===== src/rtl/cta_pkg.sv =====
package cta_pkg;

    localparam int HOUR_W = 5;
    localparam int MIN_W  = 6;
    localparam int SEC_W  = 6;
    localparam int CNT_W  = 6;
    localparam int CFG_W  = 6;
    localparam int IDX_W  = 2;

    localparam logic [HOUR_W-1:0] HOUR_MAX   = HOUR_W'(23);
    localparam logic [MIN_W-1:0]  MIN_MAX    = MIN_W'(59);
    localparam logic [SEC_W-1:0]  SEC_MAX    = SEC_W'(59);
    localparam logic [HOUR_W-1:0] RESET_HOUR = HOUR_W'(12);
    localparam logic [CNT_W-1:0]  RING_LIMIT = CNT_W'(60);

    typedef enum logic [2:0] {
        ACT_TICK   = 3'd0,
        ACT_LOAD   = 3'd1,
        ACT_ARM    = 3'd2,
        ACT_DISARM = 3'd3,
        ACT_STOP   = 3'd4
    } action_t;

    typedef enum logic [IDX_W-1:0] {
        REG_ALARM_A_HOUR   = 2'd0,
        REG_ALARM_A_MINUTE = 2'd1,
        REG_ALARM_B_HOUR   = 2'd2,
        REG_ALARM_B_MINUTE = 2'd3
    } reg_index_t;

    typedef struct packed {
        logic tick;
        logic load;
        logic arm;
        logic disarm;
        logic stop;
    } cta_cmd_t;

    typedef struct packed {
        logic [HOUR_W-1:0] hour;
        logic [MIN_W-1:0]  minute;
    } cta_hm_t;

endpackage


===== src/rtl/clock_with_two_alarms.sv =====
// A 24-hour clock with two alarms that takes one item per cycle while the output is not
// stalled, each item giving exactly one result that shows the time and the alarm flags
// after it. An item is held in the input register and its result is then registered in
// the output register; a new item can be taken as the last one moves on. The time and
// alarm state registers double as the output register, and a stall on the output holds
// the waiting item in the input register. The user must write the alarm registers through
// the configuration port only while no item is in flight; the block does not enforce it.
module clock_with_two_alarms
    import cta_pkg::*;
(
    input  logic              clk,
    input  logic              rst_n,
    input  logic              cfg_write,
    input  logic [IDX_W-1:0]  cfg_index,
    input  logic [CFG_W-1:0]  cfg_data,
    input  logic              in_valid,
    output logic              in_stall,
    input  logic [2:0]        action,
    input  logic              which_alarm,
    input  logic [HOUR_W-1:0] new_hour,
    input  logic [MIN_W-1:0]  new_minute,
    input  logic [SEC_W-1:0]  new_second,
    output logic              out_valid,
    input  logic              out_stall,
    output logic [HOUR_W-1:0] hour,
    output logic [MIN_W-1:0]  minute,
    output logic [SEC_W-1:0]  second,
    output logic              ringing_a,
    output logic              ringing_b,
    output logic              armed_a,
    output logic              armed_b
);

    logic              in_full_reg, in_full_next;
    logic              out_valid_reg, out_valid_next;
    logic [2:0]        action_reg;
    logic              which_reg;
    logic [HOUR_W-1:0] new_hour_reg;
    logic [MIN_W-1:0]  new_minute_reg;
    logic [SEC_W-1:0]  new_second_reg;
    logic              step;
    logic              in_take;
    cta_cmd_t          cmd;
    cta_hm_t           tick_time;
    logic              a_hour_we, a_minute_we, b_hour_we, b_minute_we;

    assign step     = in_full_reg && (!out_valid_reg || !out_stall);
    assign in_stall = in_full_reg && !step;
    assign in_take  = in_valid && !in_stall;

    always_comb
    begin
        cmd = '0;
        unique case (action_reg)
            ACT_TICK:   cmd.tick   = 1'b1;
            ACT_LOAD:   cmd.load   = 1'b1;
            ACT_ARM:    cmd.arm    = 1'b1;
            ACT_DISARM: cmd.disarm = 1'b1;
            ACT_STOP:   cmd.stop   = 1'b1;
            default:    cmd = '0;
        endcase
    end

    always_comb
    begin
        a_hour_we   = 1'b0;
        a_minute_we = 1'b0;
        b_hour_we   = 1'b0;
        b_minute_we = 1'b0;
        unique case (cfg_index)
            REG_ALARM_A_HOUR:   a_hour_we   = cfg_write;
            REG_ALARM_A_MINUTE: a_minute_we = cfg_write;
            REG_ALARM_B_HOUR:   b_hour_we   = cfg_write;
            REG_ALARM_B_MINUTE: b_minute_we = cfg_write;
            default:            a_hour_we   = 1'b0;
        endcase
    end

    always_comb
    begin
        in_full_next = in_full_reg;
        if (in_take)
        begin
            in_full_next = 1'b1;
        end
        else if (step)
        begin
            in_full_next = 1'b0;
        end

        out_valid_next = out_valid_reg;
        if (step)
        begin
            out_valid_next = 1'b1;
        end
        else if (!out_stall)
        begin
            out_valid_next = 1'b0;
        end
    end

    always_ff @(posedge clk or negedge rst_n)
    begin
        if (!rst_n)
        begin
            in_full_reg   <= 1'b0;
            out_valid_reg <= 1'b0;
        end
        else
        begin
            in_full_reg   <= in_full_next;
            out_valid_reg <= out_valid_next;
        end
    end

    always_ff @(posedge clk)
    begin
        if (in_take)
        begin
            action_reg     <= action;
            which_reg      <= which_alarm;
            new_hour_reg   <= new_hour;
            new_minute_reg <= new_minute;
            new_second_reg <= new_second;
        end
    end

    cta_time u_time (
        .clk        (clk),
        .rst_n      (rst_n),
        .step       (step),
        .cmd        (cmd),
        .new_hour   (new_hour_reg),
        .new_minute (new_minute_reg),
        .new_second (new_second_reg),
        .tick_time  (tick_time),
        .hour       (hour),
        .minute     (minute),
        .second     (second)
    );

    cta_alarm u_alarm_a (
        .clk           (clk),
        .rst_n         (rst_n),
        .step          (step),
        .cmd           (cmd),
        .selected      (!which_reg),
        .tick_time     (tick_time),
        .cfg_hour_we   (a_hour_we),
        .cfg_minute_we (a_minute_we),
        .cfg_data      (cfg_data),
        .ringing       (ringing_a),
        .armed         (armed_a)
    );

    cta_alarm u_alarm_b (
        .clk           (clk),
        .rst_n         (rst_n),
        .step          (step),
        .cmd           (cmd),
        .selected      (which_reg),
        .tick_time     (tick_time),
        .cfg_hour_we   (b_hour_we),
        .cfg_minute_we (b_minute_we),
        .cfg_data      (cfg_data),
        .ringing       (ringing_b),
        .armed         (armed_b)
    );

    assign out_valid = out_valid_reg;

endmodule


===== src/rtl/cta_time.sv =====
module cta_time
    import cta_pkg::*;
(
    input  logic              clk,
    input  logic              rst_n,
    input  logic              step,
    input  cta_cmd_t          cmd,
    input  logic [HOUR_W-1:0] new_hour,
    input  logic [MIN_W-1:0]  new_minute,
    input  logic [SEC_W-1:0]  new_second,
    output cta_hm_t           tick_time,
    output logic [HOUR_W-1:0] hour,
    output logic [MIN_W-1:0]  minute,
    output logic [SEC_W-1:0]  second
);

    logic [HOUR_W-1:0] hour_reg, hour_next, hour_inc;
    logic [MIN_W-1:0]  minute_reg, minute_next, minute_inc;
    logic [SEC_W-1:0]  second_reg, second_next, second_inc;

    always_comb
    begin
        second_inc = second_reg + SEC_W'(1);
        minute_inc = minute_reg;
        hour_inc   = hour_reg;
        if (second_reg >= SEC_MAX)
        begin
            second_inc = '0;
            minute_inc = minute_reg + MIN_W'(1);
            if (minute_reg >= MIN_MAX)
            begin
                minute_inc = '0;
                hour_inc   = hour_reg + HOUR_W'(1);
                if (hour_reg >= HOUR_MAX)
                begin
                    hour_inc = '0;
                end
            end
        end
    end

    always_comb
    begin
        hour_next   = hour_reg;
        minute_next = minute_reg;
        second_next = second_reg;
        if (step && cmd.tick)
        begin
            hour_next   = hour_inc;
            minute_next = minute_inc;
            second_next = second_inc;
        end
        else if (step && cmd.load)
        begin
            hour_next   = (new_hour > HOUR_MAX) ? HOUR_MAX : new_hour;
            minute_next = (new_minute > MIN_MAX) ? MIN_MAX : new_minute;
            second_next = (new_second > SEC_MAX) ? SEC_MAX : new_second;
        end
    end

    always_ff @(posedge clk or negedge rst_n)
    begin
        if (!rst_n)
        begin
            hour_reg   <= RESET_HOUR;
            minute_reg <= '0;
            second_reg <= '0;
        end
        else
        begin
            hour_reg   <= hour_next;
            minute_reg <= minute_next;
            second_reg <= second_next;
        end
    end

    assign tick_time.hour   = hour_inc;
    assign tick_time.minute = minute_inc;
    assign hour   = hour_reg;
    assign minute = minute_reg;
    assign second = second_reg;

endmodule


===== src/rtl/cta_alarm.sv =====
module cta_alarm
    import cta_pkg::*;
(
    input  logic             clk,
    input  logic             rst_n,
    input  logic             step,
    input  cta_cmd_t         cmd,
    input  logic             selected,
    input  cta_hm_t          tick_time,
    input  logic             cfg_hour_we,
    input  logic             cfg_minute_we,
    input  logic [CFG_W-1:0] cfg_data,
    output logic             ringing,
    output logic             armed
);

    logic [HOUR_W-1:0] cfg_hour_reg;
    logic [MIN_W-1:0]  cfg_minute_reg;
    logic              armed_reg, armed_next;
    logic              ringing_reg, ringing_next;
    logic [CNT_W-1:0]  count_reg, count_next, count_inc;
    logic              match;

    assign match = (cfg_hour_reg == tick_time.hour) && (cfg_minute_reg == tick_time.minute);
    assign count_inc = count_reg + CNT_W'(1);

    always_comb
    begin
        armed_next   = armed_reg;
        ringing_next = ringing_reg;
        count_next   = count_reg;
        if (step)
        begin
            if (cmd.tick)
            begin
                if (ringing_reg || (armed_reg && match))
                begin
                    if (count_inc == RING_LIMIT)
                    begin
                        armed_next   = 1'b0;
                        ringing_next = 1'b0;
                        count_next   = '0;
                    end
                    else
                    begin
                        ringing_next = 1'b1;
                        count_next   = count_inc;
                    end
                end
                else
                begin
                    count_next = '0;
                end
            end
            else if (cmd.arm && selected)
            begin
                armed_next = 1'b1;
            end
            else if ((cmd.disarm && selected) || (cmd.stop && ringing_reg))
            begin
                armed_next   = 1'b0;
                ringing_next = 1'b0;
                count_next   = '0;
            end
        end
    end

    always_ff @(posedge clk or negedge rst_n)
    begin
        if (!rst_n)
        begin
            cfg_hour_reg   <= '0;
            cfg_minute_reg <= '0;
            armed_reg      <= 1'b0;
            ringing_reg    <= 1'b0;
            count_reg      <= '0;
        end
        else
        begin
            if (cfg_hour_we)
            begin
                cfg_hour_reg <= cfg_data[HOUR_W-1:0];
            end
            if (cfg_minute_we)
            begin
                cfg_minute_reg <= cfg_data[MIN_W-1:0];
            end
            armed_reg   <= armed_next;
            ringing_reg <= ringing_next;
            count_reg   <= count_next;
        end
    end

    assign ringing = ringing_reg;
    assign armed   = armed_reg;

endmodule

===== config.mk =====
export PLATFORM = sky130hd
export DESIGN_NAME = clock_with_two_alarms
export DESIGN_NICKNAME = d
export VERILOG_FILES = /design/src/rtl/cta_pkg.sv /design/src/rtl/clock_with_two_alarms.sv /design/src/rtl/cta_time.sv /design/src/rtl/cta_alarm.sv
export SDC_FILE = /design/constraint.sdc
export NUM_CORES = 1
export LEC_CHECK = 0
export BUFFER_PORTS_ARGS = -buffer_cell sky130_fd_sc_hd__buf_2
export CORE_MARGIN = 1.5
export CORE_UTILIZATION = 40
export CTS_BUF_LIST = sky130_fd_sc_hd__clkbuf_4 sky130_fd_sc_hd__clkbuf_8
export DETAILED_ROUTE_END_ITERATION = 6
export PLACE_DENSITY_LB_ADDON = 0.15
export SKIP_CTS_REPAIR_TIMING = 1
export SYNTH_ARGS = -nofsm -noshare
export SYNTH_HDL_FRONTEND = slang
export SYNTH_SLANG_ARGS = --single-unit

===== constraint.sdc =====
create_clock -name clk -period 3.79 [get_ports clk]
set_clock_uncertainty 0.1 [all_clocks]
set_input_delay 0.5685 -clock clk [delete_from_list [all_inputs] [get_ports clk]]
set_output_delay 0.5685 -clock clk [all_outputs]
set_load 0.02 [all_outputs]

# Word level (Yosys, flattened, before mapping)
# Index checks and enable logic that the tools add are counted.
# word_totals
register_bits,78
latch_bits,0
ramBits,0
rom_bits,0
output_inout_bits,23
wordCells,146
mem_count,0
# classes
addsub,5
multipliers,0
n_div,0
magnitude_cmp,6
eq_ne,20
shifts,0
n_mux,56
n_bitwise,0
reduce_logical,39
# op_table
op,n
two-way mux 6 bit,19
two-way mux 1 bit,31
two-way mux 5 bit,6
"adder 6 x 1 -> 6 bit, second input constant",4
AND reduction 4 bit,4
logical AND 1 bit,15
equality test 6 bit,2
"equality test 6 bit, second input constant",2
"greater-or-equal comparator 6 bit, second input constant",2
"> comparator 6 bit, second input constant",2
equality test 5 bit,2
"inequality test 2 x 1 -> 1 bit, second input constant",5
nonzero test 2 bit,4
"equality test 3 x 2 -> 1 bit, second input constant",2
AND reduction 3 bit,2
nonzero test 3 bit,2
"adder 5 x 1 -> 5 bit, second input constant",1
"greater-or-equal comparator 5 bit, second input constant",1
"> comparator 5 bit, second input constant",1
logical NOT 1 bit,5
logical OR 1 bit,5
"equality test 2 bit, second input constant",2
"inequality test 2 bit, second input constant",2
"equality test 3 x 1 -> 1 bit, second input constant",1
4 further kinds,4

# Logic depth before layout (Yosys ltp)
# logic_depth
word_depth,10
depth_mapped,11
ltp_nobuf,9

# Cells and area by module
# Synthesis repeated with hierarchy kept, for this count alone.
# hier_totals
hier_cells,367
area_unflattened_um2,4232.8
# by_module_without_submodules
module,instances,cells_each,area_each_um2,seq_area_each_um2
cta_alarm,2,86,1062.3,475.5
cta_time,1,155,1315.0,427.9
clock_with_two_alarms,1,40,793.3,680.7

# Least setup slack after synthesis
# No wires, ideal clock.
# synth_path
path_type,reg2reg
startpoint,"reg u_time.minute_reg[1], in the netlist u_time.minute[1]"
endpoint,reg u_alarm_a.count_reg[3]
setup_ns,0.124
arrival_time_ns,2.512
slack_ns,1.054
stages_incl_launch_ff,10
cell_sequence,dfrtp_1 -> ha_1 -> o2111ai_2 -> or4_4 -> and3_1 -> o22ai_1 -> nor4_2 -> o2111ai_2 -> nor3_2 -> a211o_1
# synth_between
elab_chain_cells,9
elab_cells_between_ends,13
classes_between,1 x add/sub; 1 x order compare; 2 x eq/ne; 6 x mux; 3 x reduce/logical
# synth_rtl
element,line,rtl
from (decl),cta_time.sv:18,"logic [MIN_W-1:0] minute_reg, minute_next, minute_inc;"
from (signal assigned),cta_time.sv:72,minute_reg <= minute_next;
adder 6 x 1 -> 6 bit or greater-or-equal comparator 6 bit (tied branches),"cta_time.sv:29, cta_time.sv:30",
two-way mux 6 bit or two-way mux 5 bit (tied branches),cta_time.sv:30,if (minute_reg >= MIN_MAX)
two-way mux 6 bit or two-way mux 5 bit (tied branches),cta_time.sv:26,if (second_reg >= SEC_MAX)
equality test 6 bit or equality test 5 bit (tied branches),cta_alarm.sv:24,assign match = (cfg_hour_reg == tick_time.hour) && (cfg_minute_reg == tick_time.minute);
logical AND 1 bit (*),cta_alarm.sv:24,
logical AND 1 bit (*),cta_alarm.sv:36,if (ringing_reg || (armed_reg && match))
logical OR 1 bit (*),cta_alarm.sv:36,
two-way mux 6 bit (*),cta_alarm.sv:36,
two-way mux 6 bit (*),cta_alarm.sv:34,if (cmd.tick)
to (signal assigned),cta_alarm.sv:90,count_reg <= count_next;
to (decl),cta_alarm.sv:21,"logic [CNT_W-1:0] count_reg, count_next, count_inc;"
# Mark *: on every way between the ends. The rest lies on a longest branch, timed or not.
# A chain may end at the register's enable or synchronous reset.

# Final worst setup path
# layout_path
startpoint,"reg u_time.minute_reg[0], in the netlist u_time.minute[0]"
endpoint,reg u_alarm_a.count_reg[2]
# Same word-level chain as after synthesis.

==> run_results.csv <==
group,metric,value,unit
outcome,outcome,"complete, no violations",
finish,final_common_cell,"buf_2",
yosys,yosysTopAreaCell,"dfrtp_1",
cts,clock-root-buffer,"clkbuf_8",
cts,cts_buffers,9,
cts,clockBufferDepth,2,
finish,final_cell_mix,"buf_2, dfrtp_1, nand2_1, o21ai_0, a21oi_1",
cts,clock_sinks,78,
worst_setup_path,worstReg2RegStart,"u_time.minute[0]$_DFFE_PN0P_",
global_routing,grt_util_all_layers,20.7,%
worst_setup_path,cp_num_buf_inv,0,
timing,fin_crit,3.32,ns
drt,drt-total-wl,11300,µm
floorplan,pin_count,57,
yosys,synthFlopType,"dfrtp_1",
finish,drive_gt1_share,23.1,%
floorplan,die_h,108,µm
yosys,yosys.area_share.simple,17.6,%
worst_setup_path,cp_max_fo,13,
power,finalPower,2.74,mW
yosys,synth_area,4390,µm²
worst_setup_path,r2r_cells,9,
finish,regArea,2060,µm²
worst_setup_path,worstPathRequired,3.98,ns
global_routing,grt_max_degree,45,
global_routing,grt_pass1_wl,18300,µm
place,portBuffers,56,
yosys,synth_cell_types,66,
worst_setup_path,crit_top_cell,"o2111ai_2",
yosys,ys_seq_area_share,46.9,%
cts,clock_latency,0.34,ns
yosys,yosys_warnings,0,
worst_setup_path,max_stage_delay,0.66,ns
timing,rsz0062_at_grt,"false",
yosys,synth_fa_ha_area_share,2.22,%
finish,multi_input_area,2190,µm²
timing,fin_crit_sh,87.6,%
timing,tightest_slew,1.06,ns
worst_setup_path,critical_path_class,"register to register",
global_routing,grt_pass1_vias,3445,
timing,setup_tns,0,ns
global_routing,grt_overflow_total,0,
floorplan,die_w,108,µm
drt,antenna_left,0,
yosys,synth_edf_count,21,
timing,drv_slew,0,
global_routing,antenna_found_initial,0,
flow_run,maxCapViolCount,0,
cts,tritoncts,"yes",
worst_setup_path,slowest_stage,"or4_4",
place,hpwlAfterDp,8200,µm
yosys,synth-compound-area-share,20.6,%
power,p_per_area,543,nW/µm²
yosys,synth-seq-cells,78,
worst_setup_path,r2r_end,"u_alarm_a.count_reg[2]$_DFFE_PN0P_",
hold_path,min_path_type,"primary input to register",
yosys,syn-num-nets,485,
finish,layout.nets,534,
yosys,syn_inst,444,
timing,fmax,301,MHz
power,peakVddDrop,0.000244,V
yosys,synth_mux_area_share,5.61,%
drt,drc,0,
hold_path,hold_depth,1,
worst_setup_path,cpLargestDelayFamily,"compound AO/OA/AOI/OAI gates",
floorplan,initial_core_util,40.7,%
place,gp_congestion,0.927,
yosys,synth-xor-area-share,3.79,%
yosys,postSynthAreaPerCell,9.90,µm²
drt,vias,3618,
yosys,ys_top_cells_by_area,"dfrtp_1, edfxtp_1, mux2_2",
drt,drt-vias-per-instance,5.67,
finish,n_fill_cell,1022,
worst_setup_path,cp-end-kind,"register",
worst_setup_path,crit_chain,"ha_1 > o2111ai_2 > or4_4 > a21oi_2 > o22ai_1 > nor4_2 > o2111ai_2 > a21oi_1 > a21o_1",
hold_path,whs_endpoint,"new_second_reg[5]$_DFFE_PP_",
floorplan,coreArea,10800,µm²
worst_setup_path,ff2ff_setup_slack,0.47,ns
floorplan,die_area,11600,µm²
finish,syn2layout_area_growth,14.6,%
cts,htreeDepth,3,
drt,wl_per_cell,17.6,µm
cts,path_clk_slew,0.08,ns
finish,n_antenna_cell,0,
worst_setup_path,arrival,3.51,ns
yosys,synthArstFlopShare,73.1,%
drt,drt_iter0_drc,256,
drt,dr.pass1.iters,5,
timing,setup_viol,0,
yosys,synth_top_cell_area_share,31.3,%
power,p_leak,2.05,nW
floorplan,num_rows,38,
timing,hold_violations,0,
timing,relSlewSlack,29.2,%
worst_setup_path,startpoint_type,"register",
yosys,synth_top_family_by_area,"compound AO/OA/AOI/OAI gates",
hold_path,hp-start,"new_second[5]",
==> worst reg2reg max path: stages, from the launching register on <==
cell and delay (ns):
dfrtp_1 0.51, ha_1 0.34, o2111ai_2 0.37, or4_4 0.66, a21oi_2 0.15, o22ai_1 0.10
nor4_2 0.44, o2111ai_2 0.27, a21oi_1 0.23, a21o_1 0.10
==> worst max-delay path by stage <==
stage | depth (start not counted) | slack (ns) | from | to
finish | 9 | 0.47 | u_time.minute[0]$_DFFE_PN0P_ | u_alarm_a.count_reg[2]$_DFFE_PN0P_
global route | 9 | 0.15 | u_time.minute[0]$_DFFE_PN0P_ | u_alarm_b.count_reg[5]$_DFFE_PN0P_
CTS | 9 | 0.48 | u_time.minute[0]$_DFFE_PN0P_ | u_alarm_a.count_reg[2]$_DFFE_PN0P_
detailed placement | 9 | 0.50 | u_time.minute[0]$_DFFE_PN0P_ | u_alarm_b.count_reg[4]$_DFFE_PN0P_
global placement | 9 | 0.57 | u_time.minute[0]$_DFFE_PN0P_ | u_alarm_b.count_reg[4]$_DFFE_PN0P_
floorplan | 9 | 1.05 | u_time.minute[1]$_DFFE_PN0P_ | u_alarm_a.count_reg[3]$_DFFE_PN0P_
==> layout make-up <==
type / count / area share (%)
Timing Repair Buffer: 62 / 6.46
Clock inverter: 6 / 2.16
Multi-Input combinational cell: 331 / 43.5
Inverter: 11 / 0.820
Clock buffer: 10 / 2.73
Tap cell: 140 / 3.48
Sequential cell: 78 / 40.9
==> Yosys cell counts, drive strengths merged, types with 10 or more instances <==
cell    number
nand2       44
nand3       17
inv         11
dfrtp       55
nor3        14
clkbuf      16
edfxtp      21
mux2        21
xnor2       10
nor2        20
o21ai       39
nand2b      10
a21oi       28
==> per-stage QoR <==
| step | cell area (µm²) | util, % | instances | hold WS, ns | worst slack (ns) |
|---|---|---|---|---|---|
| after floorplan | 4390 | - | 444 | 0.173 | 1.05 |
| after global placement | 4790 | 44.4 | 622 | 0.399 | 0.573 |
| after detailed placement | 4790 | 44.4 | 622 | 0.403 | 0.502 |
| after CTS | 5040 | 46.7 | 638 | 0.273 | 0.482 |
| after global routing | 5040 | 46.7 | 638 | 0.263 | 0.151 |
| final | 5040 | 46.7 | 638 | 0.292 | 0.468 |
==> layer usage <==
metal  GRT usage (%)  vias to the layer above  routed length [µm]
met4            7.61                        0                 254
met2            31.8                      101                5150
met1            29.4                     1744                5330
met5               0                        -                   0
met3            3.51                       20                 521
li1                -                     1753                   -
==> logic make-up after synthesis <==
family,after synthesis
flip-flops,78
multiplexers,22
adder cells (fa/ha/maj),8
buffers and inverters,35
AO/OA/AOI/OAI,133
XOR/XNOR,19
AND/OR/NAND/NOR,149
==> report_power, final <==
group	switching (mW)	leakage, nW	internal (mW)
clock	0.307	0.126	0.454
sequential	0.203	0.903	0.993
combinational	0.450	1.02	0.328
No activity file was read; power rests on OpenSTA's default activity.
